[config.mk]
export PLATFORM = sky130hd
export DESIGN_NAME = step_point_hit_clusterer_unit
export DESIGN_NICKNAME = d
export VERILOG_FILES = /design/src/sv/sphc_pkg.sv /design/src/sv/sphc_mul.sv /design/src/sv/sphc_div.sv /design/src/sv/step_point_hit_clusterer_unit.sv
export SDC_FILE = /design/constraint.sdc
export NUM_CORES = 2
export LEC_CHECK = 0
export BUFFER_PORTS_ARGS = -buffer_cell sky130_fd_sc_hd__buf_2
export CORE_MARGIN = 2
export CORE_UTILIZATION = 65
export CTS_CLUSTER_SIZE = 16
export DETAILED_ROUTE_END_ITERATION = 12
export PLACE_DENSITY = 0.81
export SETUP_SLACK_MARGIN = 0.02
export SYNTH_ARGS = -nofsm -noshare
export SYNTH_HDL_FRONTEND = slang
export SYNTH_SLANG_ARGS = --single-unit
[constraint.sdc]
create_clock -name clock -period 25.9 [get_ports clock]
set_clock_uncertainty 0.2 [all_clocks]
set_input_delay 6.475 -clock clock [delete_from_list [all_inputs] [get_ports clock]]
set_output_delay 6.475 -clock clock [all_outputs]
set_load 0.01 [all_outputs]
[src/sv/sphc_pkg.sv]
package sphc_pkg;

   // Fixed field widths.
   localparam int RES_W      = 24;
   localparam int VOL_W      = 16;
   localparam int DEP_W      = 24;
   localparam int E_W        = 32;
   localparam int HIT_NUM_W  = 10;
   localparam int EVT_W      = 32;
   localparam int CSR_IDX_W  = 1;
   localparam int CSR_DATA_W = 24;

   // Divisor is the exact sum of the open hit energy and the step deposit.
   localparam int DEN_W = E_W + 1;

   // Configuration register indexes.
   localparam logic [CSR_IDX_W-1:0] CSR_RESOLUTION = 1'b0;
   localparam logic [CSR_IDX_W-1:0] CSR_VOLUME     = 1'b1;

   localparam logic [RES_W-1:0] RES_RESET = 24'd256;
   localparam logic [VOL_W-1:0] VOL_RESET = 16'd1;

   // Input word kinds carried on tuser.
   localparam logic KIND_STEP = 1'b0;
   localparam logic KIND_EOE  = 1'b1;

   typedef logic [CSR_IDX_W-1:0] csr_index_type;

endpackage

[src/sv/sphc_mul.sv]
module sphc_mul #(
   parameter int A_W = 25,
   parameter int B_W = 32
) (
   input  logic                 clock,
   input  logic [A_W-1:0]       op_a,
   input  logic [B_W-1:0]       op_b,
   output logic [A_W+B_W-1:0]   prod
);

   logic [A_W+B_W-1:0] prod_ff;

   // One registered multiply; the product appears in the cycle after its operands.
   always_ff @(posedge clock) begin
      prod_ff <= (A_W+B_W)'(op_a) * (A_W+B_W)'(op_b);
   end

   assign prod = prod_ff;

endmodule

[src/sv/sphc_div.sv]
module sphc_div #(
   parameter int NUM_W = 56,
   parameter int QUO_W = 24,
   parameter int DEN_W = 33
) (
   input  logic             clock,
   input  logic             reset,
   input  logic             start,
   input  logic [NUM_W-1:0] numer,
   input  logic [DEN_W-1:0] denom,
   output logic             done,
   output logic [QUO_W-1:0] quotient
);

   localparam int CNT_W = $clog2(QUO_W + 1);

   logic             busy_ff, busy_in;
   logic             done_ff, done_in;
   logic [CNT_W-1:0] cnt_ff, cnt_in;
   logic [DEN_W-1:0] rem_ff, rem_in;
   logic [QUO_W-1:0] quo_ff, quo_in;
   logic [DEN_W-1:0] den_ff, den_in;
   logic [DEN_W:0]   trial;
   logic [DEN_W:0]   diff;
   logic             ge;

   // Restoring division, one quotient bit per cycle. The caller guarantees
   // that the quotient fits in QUO_W bits, so the upper numerator bits start
   // out below the divisor.
   always_comb begin
      trial    = {rem_ff, quo_ff[QUO_W-1]};
      diff     = trial - {1'b0, den_ff};
      ge       = trial >= {1'b0, den_ff};
      busy_in  = busy_ff;
      done_in  = 1'b0;
      cnt_in   = cnt_ff;
      rem_in   = rem_ff;
      quo_in   = quo_ff;
      den_in   = den_ff;
      if (start) begin
         busy_in = 1'b1;
         cnt_in  = '0;
         rem_in  = DEN_W'(numer[NUM_W-1:QUO_W]);
         quo_in  = numer[QUO_W-1:0];
         den_in  = denom;
      end else if (busy_ff) begin
         rem_in = ge ? diff[DEN_W-1:0] : trial[DEN_W-1:0];
         quo_in = {quo_ff[QUO_W-2:0], ge};
         cnt_in = cnt_ff + CNT_W'(1);
         if (cnt_ff == CNT_W'(QUO_W - 1)) begin
            busy_in = 1'b0;
            done_in = 1'b1;
         end
      end
   end

   always_ff @(posedge clock) begin
      if (reset) begin
         busy_ff <= 1'b0;
         done_ff <= 1'b0;
         cnt_ff  <= '0;
      end else begin
         busy_ff <= busy_in;
         done_ff <= done_in;
         cnt_ff  <= cnt_in;
      end
   end

   always_ff @(posedge clock) begin
      rem_ff <= rem_in;
      quo_ff <= quo_in;
      den_ff <= den_in;
   end

   assign done     = done_ff;
   assign quotient = quo_ff;

endmodule

[src/sv/step_point_hit_clusterer_unit.sv]
// Sequence: dropped or hit-opening steps and end-of-event markers finish in
// ST_IDLE; a marker that closes a hit passes ST_EMIT_LAST, a closing step
// ST_DIST, ST_DECIDE and ST_EMIT_NEW, a merged step ST_DIST, ST_DECIDE, then
// ST_MPROD and ST_MDIV per axis; the merge time is set by the shared bit-serial divider run once per axis.
// Throughput: one word at a time; the input is ready only between words.
// Reset: synchronous, active high; clears the open hit and the counters and
// loads resolution 256 and detector volume 1.
module step_point_hit_clusterer_unit #(
   parameter int POS_WIDTH          = 24,
   parameter int MAX_HITS_PER_EVENT = 1024
) (
   input  logic clock,
   input  logic reset,

   input  logic                                    csr_valid,
   output logic                                    csr_ready,
   input  sphc_pkg::csr_index_type                 csr_index,
   input  logic [sphc_pkg::CSR_DATA_W-1:0]         csr_data,

   input  logic                                    req_tvalid,
   output logic                                    req_tready,
   // pos_x, pos_y, pos_z, deposit, volume_id (from bit 0 up), zero padded
   input  logic [((3*POS_WIDTH+40+7)/8)*8-1:0]     req_tdata,
   // kind
   input  logic                                    req_tuser,

   output logic                                    rsp_tvalid,
   input  logic                                    rsp_tready,
   // hit_x, hit_y, hit_z, hit_energy, hit_number, event_number (from bit 0 up)
   output logic [((3*POS_WIDTH+74+7)/8)*8-1:0]     rsp_tdata,
   output logic                                    rsp_tlast
);

   localparam int P     = POS_WIDTH;
   localparam int OUT_W = ((3*POS_WIDTH+74+7)/8)*8;
   localparam int HW    = $clog2(MAX_HITS_PER_EVENT);
   localparam int MA    = (P + 1 > sphc_pkg::RES_W) ? P + 1 : sphc_pkg::RES_W;
   localparam int MB    = (P + 1 > sphc_pkg::E_W) ? P + 1 : sphc_pkg::E_W;
   localparam int PW    = MA + MB;
   localparam int NMAG  = P + 32;
   localparam int NUMW  = P + 33;
   localparam int DW    = sphc_pkg::DEN_W;
   localparam int R2W   = 2 * sphc_pkg::RES_W;

   localparam logic [2:0] ST_IDLE      = 3'd0;
   localparam logic [2:0] ST_DIST      = 3'd1;
   localparam logic [2:0] ST_DECIDE    = 3'd2;
   localparam logic [2:0] ST_MPROD     = 3'd3;
   localparam logic [2:0] ST_MDIV      = 3'd4;
   localparam logic [2:0] ST_EMIT_NEW  = 3'd5;
   localparam logic [2:0] ST_EMIT_LAST = 3'd6;

   // Configuration.
   logic [sphc_pkg::RES_W-1:0] res_ff;
   logic [sphc_pkg::VOL_W-1:0] vol_ff;

   // Clustering state.
   logic [2:0]                 state_ff, state_in;
   logic [2:0]                 cnt_ff, cnt_in;
   logic [1:0]                 axis_ff, axis_in;
   logic                       open_ff, open_in;
   logic signed [P-1:0]        acc_ff [3];
   logic signed [P-1:0]        acc_in [3];
   logic [sphc_pkg::E_W-1:0]   acc_e_ff, acc_e_in;
   logic [HW-1:0]              hits_ff, hits_in;
   logic [sphc_pkg::EVT_W-1:0] evt_ff, evt_in;

   // Current step point and merge work registers.
   logic signed [P-1:0]        step_p_ff [3];
   logic signed [P-1:0]        step_p_in [3];
   logic [sphc_pkg::DEP_W-1:0] step_dep_ff, step_dep_in;
   logic [63:0]                d2_ff, d2_in;
   logic [R2W-1:0]             r2_ff, r2_in;
   logic signed [NUMW-1:0]     num_ff, num_in;
   logic [DW-1:0]              den_ff, den_in;
   logic                       neg_ff, neg_in;

   // Result register.
   logic                       rsp_valid_ff, rsp_valid_in;
   logic [OUT_W-1:0]           rsp_data_ff, rsp_data_in;
   logic                       rsp_last_ff, rsp_last_in;

   // Shared units.
   logic [MA-1:0]              mul_a;
   logic [MB-1:0]              mul_b;
   logic [PW-1:0]              prod;
   logic                       div_start;
   logic [NMAG-1:0]            div_num;
   logic                       div_done;
   logic [P-1:0]               div_quo;

   // Combinational helpers.
   logic                       req_acc;
   logic                       slot_free;
   logic [1:0]                 dsel;
   logic signed [P:0]          dist_diff;
   logic [P:0]                 dist_mag;
   logic signed [P-1:0]        acc_sel;
   logic signed [P-1:0]        step_sel;
   logic [P-1:0]               acc_mag;
   logic [P-1:0]               step_mag;
   logic [PW+63:0]             prod_ext;
   logic [64:0]                d2_sum;
   logic signed [NUMW-1:0]     prod_term;
   logic signed [NUMW-1:0]     num_base;
   logic signed [NUMW-1:0]     num_neg;
   logic                       term_neg;
   logic [HW+9:0]              hit_num_ext;
   logic [P-1:0]               in_p [3];
   logic [sphc_pkg::DEP_W-1:0] in_dep;
   logic [sphc_pkg::VOL_W-1:0] in_vol;
   logic [OUT_W-1:0]           hit_word;

   assign in_p[0] = req_tdata[P-1:0];
   assign in_p[1] = req_tdata[2*P-1:P];
   assign in_p[2] = req_tdata[3*P-1:2*P];
   assign in_dep  = req_tdata[3*P+23:3*P];
   assign in_vol  = req_tdata[3*P+39:3*P+24];

   assign req_tready = (state_ff == ST_IDLE);
   assign req_acc    = req_tvalid && req_tready;
   assign slot_free  = !rsp_valid_ff || rsp_tready;
   assign csr_ready  = 1'b1;

   assign hit_num_ext = {10'b0, hits_ff};
   assign hit_word = OUT_W'({evt_ff, hit_num_ext[9:0], acc_e_ff,
                             acc_ff[2], acc_ff[1], acc_ff[0]});

   sphc_mul #(
      .A_W (MA),
      .B_W (MB)
   ) u_mul (
      .clock (clock),
      .op_a  (mul_a),
      .op_b  (mul_b),
      .prod  (prod)
   );

   sphc_div #(
      .NUM_W (NMAG),
      .QUO_W (P),
      .DEN_W (DW)
   ) u_div (
      .clock    (clock),
      .reset    (reset),
      .start    (div_start),
      .numer    (div_num),
      .denom    (den_ff),
      .done     (div_done),
      .quotient (div_quo)
   );

   // Multiplier operand selection. In the distance phase the resolution is
   // squared first, then the three coordinate differences.
   always_comb begin
      dsel      = (cnt_ff == 3'd2) ? 2'd1 : ((cnt_ff == 3'd3) ? 2'd2 : 2'd0);
      dist_diff = {step_p_ff[dsel][P-1], step_p_ff[dsel]} -
                  {acc_ff[dsel][P-1], acc_ff[dsel]};
      dist_mag  = dist_diff[P] ? (P+1)'(-dist_diff) : (P+1)'(dist_diff);
      acc_sel   = acc_ff[axis_ff];
      step_sel  = step_p_ff[axis_ff];
      acc_mag   = acc_sel[P-1] ? P'(-acc_sel) : P'(acc_sel);
      step_mag  = step_sel[P-1] ? P'(-step_sel) : P'(step_sel);
      mul_a     = '0;
      mul_b     = '0;
      if (state_ff == ST_DIST) begin
         if (cnt_ff == 3'd0) begin
            mul_a = MA'(res_ff);
            mul_b = MB'(res_ff);
         end else begin
            mul_a = MA'(dist_mag);
            mul_b = MB'(dist_mag);
         end
      end else if (state_ff == ST_MPROD) begin
         if (cnt_ff == 3'd0) begin
            mul_a = MA'(acc_mag);
            mul_b = MB'(acc_e_ff);
         end else begin
            mul_a = MA'(step_mag);
            mul_b = MB'(step_dep_ff);
         end
      end
   end

   // Squares wrap at 64 bits and the distance sum saturates there.
   assign prod_ext = {64'b0, prod};
   assign d2_sum   = {1'b0, d2_ff} + {1'b0, prod_ext[63:0]};

   // Signed accumulation of the two weighted terms of one axis.
   assign prod_term = {1'b0, prod[NMAG-1:0]};
   assign term_neg  = (cnt_ff == 3'd1) ? acc_sel[P-1] : step_sel[P-1];
   assign num_base  = (cnt_ff == 3'd1) ? '0 : num_ff;
   assign num_neg   = -num_ff;
   assign div_num   = num_ff[NUMW-1] ? num_neg[NMAG-1:0] : num_ff[NMAG-1:0];
   assign div_start = (state_ff == ST_MDIV) && (cnt_ff == 3'd0);

   always_comb begin
      state_in     = state_ff;
      cnt_in       = cnt_ff;
      axis_in      = axis_ff;
      open_in      = open_ff;
      acc_in       = acc_ff;
      acc_e_in     = acc_e_ff;
      hits_in      = hits_ff;
      evt_in       = evt_ff;
      step_p_in    = step_p_ff;
      step_dep_in  = step_dep_ff;
      d2_in        = d2_ff;
      r2_in        = r2_ff;
      num_in       = num_ff;
      den_in       = den_ff;
      neg_in       = neg_ff;
      rsp_valid_in = rsp_valid_ff && !rsp_tready;
      rsp_data_in  = rsp_data_ff;
      rsp_last_in  = rsp_last_ff;

      unique case (state_ff)
         ST_IDLE: begin
            if (req_acc) begin
               step_p_in[0] = in_p[0];
               step_p_in[1] = in_p[1];
               step_p_in[2] = in_p[2];
               step_dep_in  = in_dep;
               if (req_tuser == sphc_pkg::KIND_EOE) begin
                  if (open_ff) begin
                     state_in = ST_EMIT_LAST;
                  end else begin
                     hits_in = '0;
                     evt_in  = evt_ff + 32'd1;
                  end
               end else if (in_dep != '0 && in_vol == vol_ff) begin
                  if (!open_ff) begin
                     open_in   = 1'b1;
                     acc_in[0] = in_p[0];
                     acc_in[1] = in_p[1];
                     acc_in[2] = in_p[2];
                     acc_e_in  = sphc_pkg::E_W'(in_dep);
                  end else begin
                     state_in = ST_DIST;
                     cnt_in   = 3'd0;
                     d2_in    = '0;
                  end
               end
            end
         end

         ST_DIST: begin
            // The product of the previous cycle's operands is consumed here.
            cnt_in = cnt_ff + 3'd1;
            if (cnt_ff == 3'd1) begin
               r2_in = prod_ext[R2W-1:0];
            end else if (cnt_ff != 3'd0) begin
               d2_in = d2_sum[64] ? '1 : d2_sum[63:0];
            end
            if (cnt_ff == 3'd4) begin
               state_in = ST_DECIDE;
            end
         end

         ST_DECIDE: begin
            den_in = {1'b0, acc_e_ff} + DW'(step_dep_ff);
            if (d2_ff <= 64'(r2_ff)) begin
               state_in = ST_MPROD;
               axis_in  = 2'd0;
               cnt_in   = 3'd0;
            end else begin
               state_in = ST_EMIT_NEW;
            end
         end

         ST_MPROD: begin
            cnt_in = cnt_ff + 3'd1;
            if (cnt_ff != 3'd0) begin
               num_in = term_neg ? num_base - prod_term : num_base + prod_term;
            end
            if (cnt_ff == 3'd2) begin
               state_in = ST_MDIV;
               cnt_in   = 3'd0;
            end
         end

         ST_MDIV: begin
            if (cnt_ff == 3'd0) begin
               neg_in = num_ff[NUMW-1];
               cnt_in = 3'd1;
            end else if (div_done) begin
               acc_in[axis_ff] = neg_ff ? -$signed(div_quo) : $signed(div_quo);
               cnt_in = 3'd0;
               if (axis_ff == 2'd2) begin
                  acc_e_in = den_ff[DW-1] ? '1 : den_ff[DW-2:0];
                  state_in = ST_IDLE;
               end else begin
                  axis_in  = axis_ff + 2'd1;
                  state_in = ST_MPROD;
               end
            end
         end

         ST_EMIT_NEW: begin
            if (slot_free) begin
               rsp_valid_in = 1'b1;
               rsp_data_in  = hit_word;
               rsp_last_in  = 1'b0;
               if (hits_ff < HW'(MAX_HITS_PER_EVENT - 1)) begin
                  hits_in = hits_ff + HW'(1);
               end
               acc_in   = step_p_ff;
               acc_e_in = sphc_pkg::E_W'(step_dep_ff);
               state_in = ST_IDLE;
            end
         end

         ST_EMIT_LAST: begin
            if (slot_free) begin
               rsp_valid_in = 1'b1;
               rsp_data_in  = hit_word;
               rsp_last_in  = 1'b1;
               open_in      = 1'b0;
               hits_in      = '0;
               evt_in       = evt_ff + 32'd1;
               state_in     = ST_IDLE;
            end
         end

         default: begin
            state_in = ST_IDLE;
         end
      endcase
   end

   always_ff @(posedge clock) begin
      if (reset) begin
         res_ff       <= sphc_pkg::RES_RESET;
         vol_ff       <= sphc_pkg::VOL_RESET;
         state_ff     <= ST_IDLE;
         cnt_ff       <= '0;
         axis_ff      <= '0;
         open_ff      <= 1'b0;
         acc_ff[0]    <= '0;
         acc_ff[1]    <= '0;
         acc_ff[2]    <= '0;
         acc_e_ff     <= '0;
         hits_ff      <= '0;
         evt_ff       <= '0;
         rsp_valid_ff <= 1'b0;
      end else begin
         if (csr_valid && csr_ready) begin
            unique case (csr_index)
               sphc_pkg::CSR_RESOLUTION: res_ff <= csr_data;
               sphc_pkg::CSR_VOLUME:     vol_ff <= csr_data[sphc_pkg::VOL_W-1:0];
               default:                  res_ff <= res_ff;
            endcase
         end
         state_ff     <= state_in;
         cnt_ff       <= cnt_in;
         axis_ff      <= axis_in;
         open_ff      <= open_in;
         acc_ff       <= acc_in;
         acc_e_ff     <= acc_e_in;
         hits_ff      <= hits_in;
         evt_ff       <= evt_in;
         rsp_valid_ff <= rsp_valid_in;
      end
   end

   always_ff @(posedge clock) begin
      step_p_ff   <= step_p_in;
      step_dep_ff <= step_dep_in;
      d2_ff       <= d2_in;
      r2_ff       <= r2_in;
      num_ff      <= num_in;
      den_ff      <= den_in;
      neg_ff      <= neg_in;
      rsp_data_ff <= rsp_data_in;
      rsp_last_ff <= rsp_last_in;
   end

   assign rsp_tvalid = rsp_valid_ff;
   assign rsp_tdata  = rsp_data_ff;
   assign rsp_tlast  = rsp_last_ff;

endmodule

==> impl_metrics.env <==
export IMPL_reg2reg_to="u_mul.prod[53]$_DFF_P_"
export IMPL_final_max_slew_viol_count=0
export IMPL_gr_total_overflow=0
export IMPL_htree_num_levels=3
export IMPL_crit_slowest_cell="nand2_1"
export IMPL_ctsRootBufferMaster="clkbuf_16"
export IMPL_clk_pin_slew_ps=60
export IMPL_synthArstFlopShare=0
export IMPL_vdd_ir_drop_max_v=0.00007861
export IMPL_r2r_cells=45
export IMPL_num_fill_cells=8480
export IMPL_coreArea_um2=112200
export IMPL_via_count=63135
export IMPL_total_power_mw=7.926
export IMPL_clock_latency_ps=710
export IMPL_hold_viol=0
export IMPL_grt_usage=0.4119
export IMPL_synth_cells=8028
export IMPL_worstPathRequired_ps=26250
export IMPL_vias_per_cell=6.512
export IMPL_grt_max_degree=108
export IMPL_grt_pass1_wl_mm=364.7
export IMPL_port_buffers=291
export IMPL_synthAdderAreaFrac=0.2658
export IMPL_synth_top_family_by_area="adder cells"
export IMPL_grt_antenna_before_repair=21
export IMPL_clockBufferDepth=3
export IMPL_min_period_over_period=0.5466
export IMPL_cts_buffers=85
export IMPL_cts_sinks=796
export IMPL_wl_mm=240.3
export IMPL_rows=123
export IMPL_worst_slew_pin_slew_ps=1405
export IMPL_start_util=0.6537
export IMPL_fmax_mhz=70.64
export IMPL_timing_max_cap_violations=0
export IMPL_tritoncts="done"
export IMPL_ys_ff_latch=796
export IMPL_reg2reg_setup_slack_ps=11740
export IMPL_holdPathEnd="u_div.den_ff[27]$_DFFE_PP_"
export IMPL_firstDrtPassIters=6
export IMPL_holdWs_ps=247.8
export IMPL_drt_iter0_markers=8270
export IMPL_min_from="den_ff[27]$_DFFE_PP_"
export IMPL_finalSetupViolCount=0
export IMPL_fin_tns_setup_ps=0
export IMPL_dp_cells=9521
export IMPL_synthMuxAreaShare=0.01616
export IMPL_synth_area_um2=73340
export IMPL_fin_ws_ps=11740
export IMPL_cp_max_fo=48
export IMPL_hold_class="flop to flop"
export IMPL_synth_edf_count=535
export IMPL_rsz0062_at_grt="false"
export IMPL_cp_end_kind="flop"
export IMPL_crit_path_start_kind="flop"
export IMPL_cp_slowest_stage_delay_ps=800
export IMPL_whs_path_depth=0
export IMPL_power_leakage_nw=34.76
export IMPL_synth_seq_area_share=0.2903
export IMPL_status="finished clean"
export IMPL_reg2reg_from="cnt_ff[2]$_SDFFE_PP0P_"
export IMPL_syn_to_final_growth_pct=7.993
export IMPL_die_x_um=339.9
export IMPL_layout_cells_non_filler=9695
export IMPL_cts_hold_repair_buffers=0
export IMPL_design_area_um2=79200
export IMPL_final_core_util=0.7060
export IMPL_place_congestion=1.071
export IMPL_synth_compound_area_share=0.1473
export IMPL_synth_xor_area_frac=0.05539
export IMPL_synthFlopType="edfxtp_1"
export IMPL_dp_slack_ps=12050
export IMPL_relSlewSlack=0.05894
export IMPL_die_area_um2=115500
export IMPL_nets=9394
export IMPL_drc=0
export IMPL_crit_type="flop to flop"
export IMPL_dp_hpwl_mm=179.0
export IMPL_drive_gt1_frac=0.07836
export IMPL_post_cts_resized=0
export IMPL_fp_dieH_um=339.9
export IMPL_min_period_ps=14160
export IMPL_postCtsSetupBuffers=0
export IMPL_wl_per_cell_um=24.79
export IMPL_yosys_area_share_simple=0.1537
export IMPL_io_pins=299
export IMPL_avgSynthCellArea_um2=9.136
export IMPL_arrival_ps=14510
export IMPL_synthDistinctLibCells=103
export IMPL_power_density_nw_per_um2=100.1
export IMPL_place_area_um2=76190
export IMPL_synth_warnings=0
export IMPL_grt_pass1_vias=61570
export IMPL_antenna_left=0
## synth_stat cells, types with 20 or more instances
library cell	instances	area (um^2)
nand2_1	1029	3862
inv_1	944	3543
fa_1	692	13850
a21oi_1	535	2678
edfxtp_1	535	16070
nor2_1	526	1974
ha_1	451	5643
clkbuf_1	363	1363
o21ai_0	309	1546
dfxtp_1	261	5225
xor2_1	244	2137
xnor2_1	218	1909
and2_1	170	1064
a21o_1	155	1164
nor3_1	144	720.7
nand3_1	125	625.6
mux2i_1	115	1151
a22oi_1	102	765.7
nand4_1	78	488.0
and3_1	77	481.7
o22ai_1	76	475.5
nand2b_1	65	406.6
a31oi_1	55	344.1
a211oi_1	53	397.9
nor2b_1	52	325.3
or3_1	45	281.5
o31ai_1	44	330.3
nor4_1	42	262.8
o21a_1	40	300.3
a311oi_1	35	306.5
o21bai_1	33	247.7
o211ai_1	30	225.2
buf_2	26	130.1
o221ai_1	26	227.7
buf_1	25	93.84
o211a_1	23	230.2
o41ai_1	21	183.9
or4_1	20	150.1
## registers in the layout, indices dropped and copies added, names as in the netlist, 2 cells and up
register	cells
num_ff	57
acc_ff	72
evt_ff	32
state_ff	3
u_div.quotient	24
cnt_ff	3
rsp_tdata	146
vol_ff	16
u_div.rem_ff	33
den_ff	33
acc_e_ff	32
axis_ff	2
d2_ff	64
u_mul.prod	57
u_div.cnt_ff	5
step_dep_ff	24
res_ff	24
u_div.den_ff	33
hits_ff	10
step_p_ff	72
r2_ff	48
## worst max-delay path: cells and delay by family, from the launching register on
kind | cells | cell delay [ps]
fa+ha+maj | 11 | 4840
xor+xnor | 2 | 460
simple gates | 12 | 3620
compound gates | 9 | 2720
flops | 1 | 390
mux | 1 | 260
buf+inv | 10 | 1460
## cell usage in the layout, fill, tap and decap left out, types with 64 or more instances in the layout
cell type,count
a21o_1,155
a21oi_1,532
a22oi_1,102
and2_1,169
and3_1,77
buf_2,290
buf_4,103
clkbuf_16,89
dfxtp_1,257
edfxtp_1,535
fa_1,692
ha_1,450
inv_1,943
mux2i_1,115
nand2_1,1024
nand2b_1,64
nand3_1,125
nand4_1,78
nor2_1,517
nor3_1,139
o21ai_0,304
o22ai_1,75
xnor2_1,218
xor2_1,244
## worst max-delay path by stage
stage	from	endpoint	slack, ps	depth (start not counted)
6_report	cnt_ff[2]$_SDFFE_PP0P_	u_mul.prod[53]$_DFF_P_	11740	45
4_1_cts	cnt_ff[2]$_SDFFE_PP0P_	u_mul.prod[53]$_DFF_P_	11980	45
2_1_floorplan	rsp_tready	hits_ff[5]$_SDFFE_PP0P_	11340	7
5_1_grt	cnt_ff[2]$_SDFFE_PP0P_	u_mul.prod[53]$_DFF_P_	10960	45
3_5_place_dp	cnt_ff[2]$_SDFFE_PP0P_	u_mul.prod[53]$_DFF_P_	12050	45
3_3_place_gp	cnt_ff[2]$_SDFFE_PP0P_	u_mul.prod[53]$_DFF_P_	12200	45
## power by group
part | switching, mW | internal (mW) | leakage (nW)
sequential | 0.301 | 1.80 | 7.02
combinational | 2.91 | 1.60 | 26.3
clock | 0.549 | 0.762 | 1.43
total | 3.76 | 4.17 | 34.8
## per-layer routing
layer,vias to the layer above,GRT usage,share of wire
met5,-,0,0.00037
met4,14,0.2643,0.076
met3,1073,0.1103,0.13
met2,4378,0.6186,0.44
met1,30217,0.5297,0.36
li1,27453,-,-
## layout make-up
class,count,area [um^2],share of cell area
sequential,796,21300,0.2689
multi-input combinational,5884,47230,0.5963
tap,1500,1877,0.02370
clock inverter,53,610.6,0.007709
clock buffer,106,2361,0.02981
antenna,15,37.54,0.0004739
timing repair buffer,394,2236,0.02823
inverter,947,3555,0.04488
## cells by family (layout without fill, tap and decap cells)
| kind of cell | Yosys count | after routing |
|---|---|---|
| simple gates | 2446 | 2446 |
| compound gates | 1689 | 1689 |
| buf+inv | 1371 | 1500 |
| fa+ha+maj | 1143 | 1143 |
| flops | 796 | 796 |
| xor+xnor | 463 | 463 |
| mux | 118 | 118 |
| other cells | 2 | 40 |
No activity file was read; power rests on OpenSTA's default activity.
